### config.mk
export PLATFORM = sky130hd
export DESIGN_NAME = iss_ctrl
export DESIGN_NICKNAME = d
export VERILOG_FILES = /design/src/iss_pkg.sv /design/src/iss_ctrl.sv
export SDC_FILE = /design/constraint.sdc
export NUM_CORES = 1
export LEC_CHECK = 0
export ABC_AREA = 1
export BUFFER_PORTS_ARGS = -buffer_cell sky130_fd_sc_hd__buf_2
export CORE_AREA = 2 2 39 41
export DETAILED_ROUTE_END_ITERATION = 6
export DIE_AREA = 0 0 41 43
export HOLD_SLACK_MARGIN = 0.12
export PLACE_DENSITY = 0.54
export SLEW_MARGIN = 10
export SYNTH_ARGS = -nofsm -noshare
export SYNTH_HDL_FRONTEND = slang
export SYNTH_SLANG_ARGS = --single-unit
### constraint.sdc
create_clock -name clk -period 1.6 [get_ports clk]
set_input_delay 0.08 -clock clk [delete_from_list [all_inputs] [get_ports clk]]
set_output_delay 0.08 -clock clk [all_outputs]
set_load 0.005 [all_outputs]
### src/iss_pkg.sv
// ----------------------------------------------------------------------------
// iss_pkg
// Shared types, constants and helpers of the IMU sample scale and filter block.
// ----------------------------------------------------------------------------
package iss_pkg;

    // Axis count
    localparam int ISS_MAX_AXES = 3;
    localparam int ISS_AXES     = 3;

    // Field widths
    localparam int ISS_CMD_W   = 2;
    localparam int ISS_RAW_W   = 16;
    localparam int ISS_VAL_W   = 32;
    localparam int ISS_ALPHA_W = 17;
    localparam int ISS_CFG_W   = 32;
    localparam int ISS_IDX_W   = 3;

    // Stream widths: input padded to whole bytes, output is 12 values
    localparam int ISS_IN_BITS  = ISS_CMD_W + 6 * ISS_RAW_W;
    localparam int ISS_IN_W     = ((ISS_IN_BITS + 7) / 8) * 8;
    localparam int ISS_OUT_W    = 12 * ISS_VAL_W;

    // Weight of one in Q1.16
    localparam logic [ISS_ALPHA_W-1:0] ISS_ONE_Q16 = 17'd65536;

    // Saturation limits
    localparam logic signed [ISS_VAL_W-1:0] ISS_VAL_MAX = 32'sh7FFF_FFFF;
    localparam logic signed [ISS_VAL_W-1:0] ISS_VAL_MIN = 32'sh8000_0000;

    // Register reset values
    localparam logic [ISS_CFG_W-1:0]   ISS_ACCEL_GAIN_RST  = 32'd1048576;
    localparam logic [ISS_CFG_W-1:0]   ISS_GYRO_GAIN_RST   = 32'd4570812;
    localparam logic [ISS_CFG_W-1:0]   ISS_GYRO_OFF_X_RST  = 32'd896;
    localparam logic [ISS_CFG_W-1:0]   ISS_GYRO_OFF_Y_RST  = 32'd511;
    localparam logic [ISS_CFG_W-1:0]   ISS_GYRO_OFF_Z_RST  = 32'd734;
    localparam logic [ISS_ALPHA_W-1:0] ISS_ALPHA_RST       = 17'd58982;

    // Configuration register indexes
    typedef enum logic [ISS_IDX_W-1:0] {
        REG_ACCEL_GAIN    = 3'd0,
        REG_GYRO_GAIN     = 3'd1,
        REG_GYRO_OFFSET_X = 3'd2,
        REG_GYRO_OFFSET_Y = 3'd3,
        REG_GYRO_OFFSET_Z = 3'd4,
        REG_ACCEL_ALPHA   = 3'd5,
        REG_GYRO_ALPHA    = 3'd6
    } iss_reg_idx_t;

    // Command codes
    typedef enum logic [ISS_CMD_W-1:0] {
        CMD_BOTH  = 2'd0,
        CMD_GYRO  = 2'd1,
        CMD_ACCEL = 2'd2,
        CMD_NONE  = 2'd3
    } iss_cmd_t;

    // Stage strobes from the sequencer to every lane
    typedef struct packed {
        logic load;      // capture raw readings
        logic mul_en;    // raw times gain
        logic scl_en;    // shift, saturate, offset
        logic prd_en;    // smoother products
        logic smo_en;    // smoother sum
        logic out_load;  // capture stores into the output register
    } iss_ctrl_t;

    // Saturate a 33-bit signed value to 32 bits
    function automatic logic signed [ISS_VAL_W-1:0] iss_sat33(
        input logic signed [ISS_VAL_W:0] v
    );
        logic signed [ISS_VAL_W-1:0] r;
        if (v[ISS_VAL_W] != v[ISS_VAL_W-1])
        begin
            r = v[ISS_VAL_W] ? ISS_VAL_MIN : ISS_VAL_MAX;
        end
        else
        begin
            r = v[ISS_VAL_W-1:0];
        end
        return r;
    endfunction

endpackage

### src/iss_ctrl.sv
// ----------------------------------------------------------------------------
// iss_ctrl
// Sequencer: steps one transaction through the lane stages and loads the
// output register when it is free.
// ----------------------------------------------------------------------------
module iss_ctrl
    import iss_pkg::*;
(
    input  logic      clk,
    input  logic      rst_n,
    input  logic      in_valid,
    output logic      in_ready,
    input  logic      out_valid,
    input  logic      out_ready,
    output iss_ctrl_t ctrl
);

    typedef enum logic [5:0] {
        ST_IDLE = 6'b000001,
        ST_MUL  = 6'b000010,
        ST_SCL  = 6'b000100,
        ST_PRD  = 6'b001000,
        ST_SMO  = 6'b010000,
        ST_DONE = 6'b100000
    } iss_state_t;

    iss_state_t state_reg;
    iss_state_t state_next;
    logic       out_free;

    assign out_free = !out_valid || out_ready;

    // Advance through the stages
    always_comb
    begin
        state_next = state_reg;
        unique case (state_reg)
            ST_IDLE: if (in_valid) state_next = ST_MUL;
            ST_MUL:  state_next = ST_SCL;
            ST_SCL:  state_next = ST_PRD;
            ST_PRD:  state_next = ST_SMO;
            ST_SMO:  state_next = ST_DONE;
            ST_DONE: if (out_free) state_next = ST_IDLE;
            default: state_next = ST_IDLE;
        endcase
    end

    always_ff @(posedge clk or negedge rst_n)
    begin
        if (!rst_n)
        begin
            state_reg <= ST_IDLE;
        end
        else
        begin
            state_reg <= state_next;
        end
    end

    // Stage strobes
    assign in_ready      = (state_reg == ST_IDLE);
    assign ctrl.load     = (state_reg == ST_IDLE) && in_valid;
    assign ctrl.mul_en   = (state_reg == ST_MUL);
    assign ctrl.scl_en   = (state_reg == ST_SCL);
    assign ctrl.prd_en   = (state_reg == ST_PRD);
    assign ctrl.smo_en   = (state_reg == ST_SMO);
    assign ctrl.out_load = (state_reg == ST_DONE) && out_free;

endmodule

==> results.txt <==
Pwr Density -> 1470 nW/um2
fraction of layout cells with a size suffix above 1 -> 37.3%
aggregate negative setup slack -> 0 ns
Yosys reg bits -> 6
Critical Path End -> ctrl[5]
Hold Crit Depth -> 3
r2r setup slk -> 0.45 ns
WP data required -> 1.52 ns
max reg flops -> 6
core footprint -> 1380 um2
most common cell after layout, fill and taps aside -> inv_1
Synth cell types -> 14
worst-case clock buffer depth -> 2
min cycle time layout -> 1.46 ns
most frequent cells in the layout -> inv_1, buf_2, nor2_1, nand3_1, dfrtp_1
Hold Path Class -> in2reg
post-layout util -> 36.6%
post-synthesis cell count -> 50
unrepaired setup endpoints after global routing -> no
CTS root buffer -> clkbuf_4
antenna cells -> 0
# setup viols final -> 0
fin crit share -> 91.0%
Max-Cap Viols -> 0
initial antenna violation count -> 0
Pleak -> 0.000324 uW
GR Overflow Total -> 0
R2R depth -> 7
# Post-CTS Setup Buffers -> 0
RR Endpoint -> state_reg[0]
Seq/Total Area, Yosys -> 39.3%
WS Path Type -> reg2out
drt drc -> 0
GRT Util Overall -> 10.5%
crit path capture type -> primary output
die area -> 1760 um2
Synthesized Nets -> 55
Hold Vio Cnt, Final -> 0
via count -> 332
wire per inst -> 7.81 um
Max Fanout on Critical Path -> 5
Slew Limit Fails -> 0
worst-margin pin slew -> 0.210 ns
Slew HR -> 86.0%
Mean Syn Cell Area -> 7.71 um2
layout overhead on the synthesized area -> 31.5%
post-DP HPWL -> 534 um
Pwr Total -> 744 uW
die width -> 41 um
max frequency -> 687 MHz
vias in the first global route -> 311
Syn Std Cell Area -> 385 um2
I/O Buffers -> 11
CP startpoint kind -> flop
DRT antenna net count -> 0
I/O Pins -> 12
Pre-antenna DRT Iters -> 2
crit path from -> state_reg[0]
initial core utilization -> 27.8%
status -> finished clean
Synth Warn # -> 0
Rows -> 14
maximum VDD drop -> 0.000690 V
arrival time worst endpoint -> 1.38 ns
Via density -> 4.00
RD Place Congestion -> 0.717
CTS Buf Count -> 3
Post-Route WL -> 648 um
Worst-path clk slew -> 0.05 ns
Sink Count -> 6
largest net degree at the start of global routing -> 7
worst reg2reg startpoint -> state_reg[0]
number of DRC markers in iteration 0 -> 2
first-pass GRT wire length -> 1190 um
die height -> 43 um
CTS tree -> built
H-Tree Depth -> 1
Worst Skew -> 0.00513 ns
worst skew pair latency -> 0.24 ns
Nets -> 73
==> through the flow <==
stage          setup WS [ns]  cell area (um2)  instances  hold slack [ns]
2_1_floorplan          0.501              385         50           -0.216
3_3_place_gp           0.415              460         77          -0.0889
3_5_place_dp           0.393              460         77          -0.0880
4_1_cts                0.115              507         83            0.177
5_1_grt              0.00305              507         83            0.180
6_report               0.144              507         83            0.184
==> where the power goes <==
group          internal, uW  total, uW  switching, uW
Sequential              204        246           42.1
Combinational           145        349            203
Clock                  94.5        150           55.2
==> cells in the mapped netlist <==
cell type  count  area [um2]
a21oi_1        1        5.00
dfrtp_1        5         125
dfstp_2        1        26.3
inv_1         15        56.3
inv_2          1        3.75
nand2_1        4        15.0
nand3_1        5        25.0
nand3_2        1        10.0
nand3_4        1        17.5
nor2_1         6        22.5
nor2_2         3        18.8
nor2_4         4        45.0
nor3_1         2        10.0
o21ai_0        1        5.00
==> worst min-delay path by stage <==
stage | from | to | slack (ns)
final | out_valid | state_reg[5] | 0.18
after global routing | rst_n | state_reg[2] | 0.18
after CTS | rst_n | state_reg[2] | 0.18
after detailed placement | rst_n | state_reg[1] | -0.09
after global placement | rst_n | state_reg[1] | -0.09
after floorplan | rst_n | state_reg[1] | -0.22
==> final cells by class <==
| class | instances | area, um2 |
|---|---|---|
| inverters | 16 | 60.1 |
| repair buffers | 13 | 75.1 |
| well taps | 16 | 20.0 |
| clock buffers | 4 | 26.3 |
| multi-input cells | 28 | 174 |
| flip-flops and latches | 6 | 151 |
| fillers | 138 | 877 |
==> worst max-delay path, cell delays in order (launching register included) <==
cell	delay, ns
dfstp_2	0.54
inv_1	0.05
nor2_2	0.12
nand3_4	0.11
nor3_1	0.19
buf_2	0.14
==> logic make-up (layout without fill, tap and decap cells) <==
family,Yosys count,after routing,synth area share (%)
AO/OA/AOI/OAI,2,2,2.59
AND/OR/NAND/NOR,26,26,42.5
buffers and inverters,16,33,15.6
flip-flops,6,6,39.3
==> metal layers <==
metal,wire (um),up-vias,global-route usage (%)
li1,-,181,-
met1,295,143,13.1
met2,323,8,13.4
met3,29,0,3.14
met4,0,0,10.0
met5,0,-,0
==> repair_timing <==
action                    in CTS  in global routing
gates resized for setup        0                  0
hold buffers                   2                  0
hold endpoints to repair       7                  0
Note: power is estimated with default switching activity, not from simulation.
