===== config.mk =====
export PLATFORM = sky130hd
export DESIGN_NAME = iss_lane
export DESIGN_NICKNAME = d
export VERILOG_FILES = /design/src/iss_pkg.sv /design/src/iss_lane.sv
export SDC_FILE = /design/constraint.sdc
export NUM_CORES = 2
export LEC_CHECK = 0
export ABC_AREA = 1
export BUFFER_PORTS_ARGS = -buffer_cell sky130_fd_sc_hd__buf_2
export CAP_MARGIN = 20
export CORE_AREA = 4 4 479 481
export CTS_CLUSTER_DIAMETER = 50
export DETAILED_ROUTE_END_ITERATION = 6
export DIE_AREA = 0 0 483 485
export PLACE_DENSITY = 0.47
export RECOVER_POWER = 25
export SLEW_MARGIN = 15
export SYNTH_ARGS = -nofsm -noshare
export SYNTH_HDL_FRONTEND = slang
export SYNTH_SLANG_ARGS = --single-unit

===== constraint.sdc =====
create_clock -name clk -period 7.4 [get_ports clk]
set_input_delay 0.74 -clock clk [delete_from_list [all_inputs] [get_ports clk]]
set_output_delay 0.74 -clock clk [all_outputs]
set_load 0.005 [all_outputs]

===== src/iss_pkg.sv =====
// ----------------------------------------------------------------------------
// iss_pkg
// Shared types, constants and helpers of the IMU sample scale and filter block.
// ----------------------------------------------------------------------------
package iss_pkg;

    // Axis count
    localparam int ISS_MAX_AXES = 3;
    localparam int ISS_AXES     = 3;

    // Field widths
    localparam int ISS_CMD_W   = 2;
    localparam int ISS_RAW_W   = 16;
    localparam int ISS_VAL_W   = 32;
    localparam int ISS_ALPHA_W = 17;
    localparam int ISS_CFG_W   = 32;
    localparam int ISS_IDX_W   = 3;

    // Stream widths: input padded to whole bytes, output is 12 values
    localparam int ISS_IN_BITS  = ISS_CMD_W + 6 * ISS_RAW_W;
    localparam int ISS_IN_W     = ((ISS_IN_BITS + 7) / 8) * 8;
    localparam int ISS_OUT_W    = 12 * ISS_VAL_W;

    // Weight of one in Q1.16
    localparam logic [ISS_ALPHA_W-1:0] ISS_ONE_Q16 = 17'd65536;

    // Saturation limits
    localparam logic signed [ISS_VAL_W-1:0] ISS_VAL_MAX = 32'sh7FFF_FFFF;
    localparam logic signed [ISS_VAL_W-1:0] ISS_VAL_MIN = 32'sh8000_0000;

    // Register reset values
    localparam logic [ISS_CFG_W-1:0]   ISS_ACCEL_GAIN_RST  = 32'd1048576;
    localparam logic [ISS_CFG_W-1:0]   ISS_GYRO_GAIN_RST   = 32'd4570812;
    localparam logic [ISS_CFG_W-1:0]   ISS_GYRO_OFF_X_RST  = 32'd896;
    localparam logic [ISS_CFG_W-1:0]   ISS_GYRO_OFF_Y_RST  = 32'd511;
    localparam logic [ISS_CFG_W-1:0]   ISS_GYRO_OFF_Z_RST  = 32'd734;
    localparam logic [ISS_ALPHA_W-1:0] ISS_ALPHA_RST       = 17'd58982;

    // Configuration register indexes
    typedef enum logic [ISS_IDX_W-1:0] {
        REG_ACCEL_GAIN    = 3'd0,
        REG_GYRO_GAIN     = 3'd1,
        REG_GYRO_OFFSET_X = 3'd2,
        REG_GYRO_OFFSET_Y = 3'd3,
        REG_GYRO_OFFSET_Z = 3'd4,
        REG_ACCEL_ALPHA   = 3'd5,
        REG_GYRO_ALPHA    = 3'd6
    } iss_reg_idx_t;

    // Command codes
    typedef enum logic [ISS_CMD_W-1:0] {
        CMD_BOTH  = 2'd0,
        CMD_GYRO  = 2'd1,
        CMD_ACCEL = 2'd2,
        CMD_NONE  = 2'd3
    } iss_cmd_t;

    // Stage strobes from the sequencer to every lane
    typedef struct packed {
        logic load;      // capture raw readings
        logic mul_en;    // raw times gain
        logic scl_en;    // shift, saturate, offset
        logic prd_en;    // smoother products
        logic smo_en;    // smoother sum
        logic out_load;  // capture stores into the output register
    } iss_ctrl_t;

    // Saturate a 33-bit signed value to 32 bits
    function automatic logic signed [ISS_VAL_W-1:0] iss_sat33(
        input logic signed [ISS_VAL_W:0] v
    );
        logic signed [ISS_VAL_W-1:0] r;
        if (v[ISS_VAL_W] != v[ISS_VAL_W-1])
        begin
            r = v[ISS_VAL_W] ? ISS_VAL_MIN : ISS_VAL_MAX;
        end
        else
        begin
            r = v[ISS_VAL_W-1:0];
        end
        return r;
    endfunction

endpackage


===== src/iss_lane.sv =====
// ----------------------------------------------------------------------------
// iss_lane
// One axis: scale by gain, subtract offset, saturate, exponential smoothing.
// Holds the scaled and smoothed values of its axis.
// ----------------------------------------------------------------------------
module iss_lane
    import iss_pkg::*;
(
    input  logic                          clk,
    input  logic                          rst_n,
    input  iss_ctrl_t                     ctrl,
    input  logic                          active,
    input  logic signed [ISS_RAW_W-1:0]   raw,
    input  logic [ISS_VAL_W-1:0]          gain,
    input  logic signed [ISS_VAL_W-1:0]   offset,
    input  logic [ISS_ALPHA_W-1:0]        alpha,
    output logic signed [ISS_VAL_W-1:0]   scaled,
    output logic signed [ISS_VAL_W-1:0]   smooth
);

    localparam int PROD_W = ISS_RAW_W + ISS_VAL_W + 1;
    localparam int WPRD_W = ISS_VAL_W + ISS_ALPHA_W + 1;
    localparam int SUM_W  = WPRD_W + 1;

    logic signed [ISS_RAW_W-1:0]   raw_reg;
    logic signed [PROD_W-1:0]      prod_reg;
    logic signed [ISS_VAL_W-1:0]   scaled_reg;
    logic signed [ISS_VAL_W-1:0]   scaled_next;
    logic signed [WPRD_W-1:0]      yprod_reg;
    logic signed [WPRD_W-1:0]      xprod_reg;
    logic signed [ISS_VAL_W-1:0]   smooth_reg;
    logic signed [ISS_VAL_W-1:0]   smooth_next;

    logic signed [ISS_VAL_W:0]     gain_s;
    logic [ISS_ALPHA_W-1:0]        alpha_eff;
    logic [ISS_ALPHA_W-1:0]        beta_eff;
    logic signed [ISS_ALPHA_W:0]   alpha_s;
    logic signed [ISS_ALPHA_W:0]   beta_s;
    logic signed [ISS_VAL_W-1:0]   shifted_sat;
    logic signed [ISS_VAL_W:0]     diff;
    logic signed [SUM_W-1:0]       sum;

    // Clamp the weight to one and form its complement
    assign alpha_eff = (alpha > ISS_ONE_Q16) ? ISS_ONE_Q16 : alpha;
    assign beta_eff  = ISS_ONE_Q16 - alpha_eff;
    assign alpha_s   = $signed({1'b0, alpha_eff});
    assign beta_s    = $signed({1'b0, beta_eff});
    assign gain_s    = $signed({1'b0, gain});

    // Floor shift by 16, saturate, subtract offset, saturate again
    assign shifted_sat = iss_sat33(prod_reg[PROD_W-1:16]);
    assign diff        = {shifted_sat[ISS_VAL_W-1], shifted_sat}
                       - {offset[ISS_VAL_W-1], offset};
    assign scaled_next = iss_sat33(diff);

    // Convex sum of the weighted products, floor shift by 16
    assign sum         = {yprod_reg[WPRD_W-1], yprod_reg}
                       + {xprod_reg[WPRD_W-1], xprod_reg};
    assign smooth_next = sum[ISS_VAL_W+15:16];

    // Capture raw reading and run the datapath stages
    always_ff @(posedge clk)
    begin
        if (ctrl.load)
        begin
            raw_reg <= raw;
        end
        if (ctrl.mul_en)
        begin
            prod_reg <= PROD_W'(raw_reg) * PROD_W'(gain_s);
        end
        if (ctrl.prd_en)
        begin
            yprod_reg <= WPRD_W'(smooth_reg) * WPRD_W'(alpha_s);
            xprod_reg <= WPRD_W'(scaled_reg) * WPRD_W'(beta_s);
        end
    end

    // Update the per-axis stores when this group is converted
    always_ff @(posedge clk or negedge rst_n)
    begin
        if (!rst_n)
        begin
            scaled_reg <= '0;
            smooth_reg <= '0;
        end
        else
        begin
            if (ctrl.scl_en && active)
            begin
                scaled_reg <= scaled_next;
            end
            if (ctrl.smo_en && active)
            begin
                smooth_reg <= smooth_next;
            end
        end
    end

    assign scaled = scaled_reg;
    assign smooth = smooth_reg;

`ifndef SYNTHESIS
    a_scaled_hold: assert property (@(posedge clk) disable iff (!rst_n)
        !(ctrl.scl_en && active) |=> $stable(scaled_reg))
        else $error("scaled value changed outside its stage");

    a_smooth_hold: assert property (@(posedge clk) disable iff (!rst_n)
        !(ctrl.smo_en && active) |=> $stable(smooth_reg))
        else $error("smoothed value changed outside its stage");

    a_zero_alpha: assert property (@(posedge clk) disable iff (!rst_n)
        (ctrl.smo_en && active && alpha == '0) |=> smooth_reg == $past(scaled_reg))
        else $error("zero weight must pass the scaled value through");
`endif

endmodule


==> results.md <==
Timing:
- The count of endpoints failing hold in the final timing report is 0.
- The final max-slew violation count is 99.
- The transition at the pin with the smallest max-transition slack is 2.797 ns.
- The relative slew slack is -86.46%.
- Of the available clock period, the critical path in the final layout requires 96.21%.
- The final clock skew is 0.02740 ns.
- The highest attainable clock frequency is 140.5 MHz.
- Setup violations remaining at the end of the flow were counted as 0.
- The worst path in the final design needs a cycle of 7.119 ns, including I/O delays and setup.
- Setup repair after global routing could not meet its margin everywhere.

Route:
- Summed over all layers, the routed wires come to 238200 um.
- The violation count after the first detailed-routing iteration is 3155.
- The via-per-instance ratio is 4.590.
- The number of vias after detailed routing is 55666.
- The post-detailed-route wirelength per cell is 19.64 um.
- The detail route stage leaves a number of antenna-violating nets equal to 0.
- The number of detailed-routing iterations run before antenna repair is 5.
- In the routed design, unresolved DRC markers number 0.

Worst setup path:
- The data required time at the worst endpoint is 7.85 ns.
- The worst setup path is of the in2reg kind.
- The master of the slowest instance on the critical path is sky130_fd_sc_hd__fa_1.
- The data arrival time of the critical path is 7.57 ns.
- Along the worst path, the maximum fanout reaches 8.
- Tracing the worst setup path back leads to its startpoint at alpha[4].
- The combined buffer and inverter count along the critical path is 11.
- The category of the worst setup path launch point is an input port.
- The startpoint of the worst-slack reg-to-reg timing path is raw_reg[3]$_DFFE_PP_.
- The critical path's top delay family is adder cells.
- The largest stage delay on the critical path is 0.55 ns.
- The worst setup path is captured at a register.

Synth:
- The share of the Yosys chip area taken by registers is 8.872%.
- The mean area per synthesized cell is 7.946 sq um.
- During synthesis, Yosys emitted a total of 0 warnings.
- The fraction of synthesis flops using an asynchronous set or reset pin is 30.62%.
- After technology mapping, the gate count stands at 8448.
- The distinct cell type count after synthesis is 52.
- The cell area after synthesis is 67130 sq um.
- The most used flip-flop cell after synthesis is sky130_fd_sc_hd__edfxtp_1.
- The number of nets in the synthesized netlist is 10446.
- Synthesis inferred 209 register bits.
- Counting flops with a built-in enable in the synthesized netlist gives 145.

Placement:
- At the end of routability-driven placement, the weighted congestion stood at 0.9331.
- The count of placed standard cells including taps is 12055.
- The number of port buffers is 168.
- Once detailed placement completed, the half-perimeter wirelength came to 201200 um.

Clock network:
- Clock tree synthesis selected as its root buffer the cell sky130_fd_sc_hd__clkbuf_16.
- The clock drives 209 sinks.
- The longest clock path from root to sink contains 3 buffers.
- Buffers inserted to repair hold after CTS numbered 0.
- After clock tree synthesis, the clock-pin slew on the worst setup and hold paths is 0.05 ns.
- The source-to-sink clock delay at the later pin of the worst-skew pair is 0.60 ns.
- The H-tree was split into 2 levels.
- TritonCTS built the clock tree.
- The number of CTS-inserted buffers is 35.

Outcome:
- The checks that failed: capacitance limit, slew limit.
- The flow ran to the end, but the final reports show violations.

Cells and area:
- Leaving out fill and tap cells, the most frequent cells in the layout are sky130_fd_sc_hd__inv_1 (2325), sky130_fd_sc_hd__nand2_1 (1800), sky130_fd_sc_hd__fa_1 (1433).
- The final cell count without fillers is 12128.
- Cells with a size suffix above 1 make up 12.80% of the layout.
- Compared with the post-synthesis result, the final layout area differs by 16.69%.
- The final layout contains 11104 nets.
- The filler cells instantiated in the layout total 23968.
- Cells fill 34.86% of the core in the end.
- Leaving out fill and tap cells, the most frequent cell in the layout is sky130_fd_sc_hd__inv_1.

Die:
- The die height is 485 um.
- The floorplan step set the die width to 483 um.
- The floorplan step defined a core boundary enclosing 224700 sq um.
- The die outline area is 234300 sq um.
- The total I/O pin count is 170.
- Row generation in the floorplan step produced 174 rows.
- The initial cell density of the core is 29.88%.

Global routing:
- The pin count of the biggest net entering global routing is 68.
- The via count of the first global-routing pass was 61158.
- Global routing used 20.42% of the available tracks.
- The initial antenna violation count is 3.
- The first global-routing pass estimated 368900 um of wire.
- The global route total overflow is 0.

Hold path:
- The startpoint identified for the worst hold timing path is raw[12].
- The min-delay analysis places its worst path in the category in2reg.

Run:
- The total of max-cap violations is 3.
==> logic make-up (layout without fill, tap and decap cells) <==
family	after synthesis	count (layout)	share of synthesized area [%]
simple gates	2854	2854	16.80
buf+inv	2646	3330	15.03
fa+ha+maj	1892	1892	51.33
compound gates	673	673	5.700
flops	209	209	8.872
xor+xnor	174	174	2.270
other cells	0	4	0
==> path summary, 6_finish.rpt <==
| path | end | slack (ns) | cells after the start |
|---|---|---|---|
| max | xprod_reg[19]$_DFFE_PP_ | 0.28 | 37 |
| min | raw_reg[12]$_DFFE_PP_ | 0.31 | 1 |
| max reg2reg | prod_reg[48]$_DFFE_PP_ | 0.50 | 23 |
| min reg2reg | scaled[12]$_DFFE_PN0P_ | 0.53 | 2 |
| max in group asynchronous | scaled[8]$_DFFE_PN0P_ | 4.66 | 2 |
| min in group asynchronous | smooth[1]$_DFFE_PN0P_ | 1.04 | 1 |
==> repair_timing <==
item / CTS / global route
resized for setup: 1 / 119
setup endpoints to repair: 1 / 55
pin swaps: 0 / 16
setup buffers: 0 / 4
cloned: 0 / 2
==> through the flow <==
step	setup WS [ns]	setup TNS (ns)	cell area [sq um]	hold slack, ns
4_1_cts	0.01273	0	77740	0.1863
5_1_grt	-0.03590	-0.06899	78320	0.2732
3_5_place_dp	-0.6672	-23.92	76560	0.5205
2_1_floorplan	0.006589	0	67130	0.4444
6_report	0.2806	0	78330	0.3139
3_3_place_gp	-0.6764	-27.10	76560	0.5178
==> layer usage <==
| metal | share of wire (%) | vias to the layer above | track usage, % |
|---|---|---|---|
| met4 | 3.2 | 0 | 5.649 |
| met3 | 4.6 | 253 | 2.158 |
| met5 | 0 | - | 0 |
| met2 | 49 | 1326 | 35.58 |
| li1 | - | 25801 | - |
| met1 | 43 | 28286 | 26.87 |
==> Yosys cell counts, types with 29 or more instances <==
master,number,share of area [%]
sky130_fd_sc_hd__or2_2,48,0.45
sky130_fd_sc_hd__a21oi_1,284,2.1
sky130_fd_sc_hd__fa_1,1436,43
sky130_fd_sc_hd__a21o_1,29,0.32
sky130_fd_sc_hd__o21ai_0,196,1.5
sky130_fd_sc_hd__nor2_1,752,4.2
sky130_fd_sc_hd__nand3_1,132,0.98
sky130_fd_sc_hd__edfxtp_1,145,6.5
sky130_fd_sc_hd__a31oi_1,43,0.40
sky130_fd_sc_hd__xor2_1,112,1.5
sky130_fd_sc_hd__dfrtp_1,64,2.4
sky130_fd_sc_hd__xnor2_1,62,0.81
sky130_fd_sc_hd__nand2_1,1808,10
sky130_fd_sc_hd__nand4_1,32,0.30
sky130_fd_sc_hd__buf_2,37,0.28
sky130_fd_sc_hd__inv_1,2328,13
sky130_fd_sc_hd__ha_1,456,8.5
sky130_fd_sc_hd__clkbuf_1,226,1.3
==> layout make-up <==
cell class                 count  area [sq um]  area share [%]
tap                         2992          3744           4.779
antenna                        4         10.01         0.01278
sequential                   209          5956           7.603
clock inverter                26         290.3          0.3706
clock buffer                  37         893.4           1.140
multi-input combinational   5593         51540           65.80
inverter                    2351          8836           11.28
timing repair buffer         916          7064           9.018
Power is not shown: default switching activity piles up to over one toggle a cycle in this logic, so the estimate is an artifact.
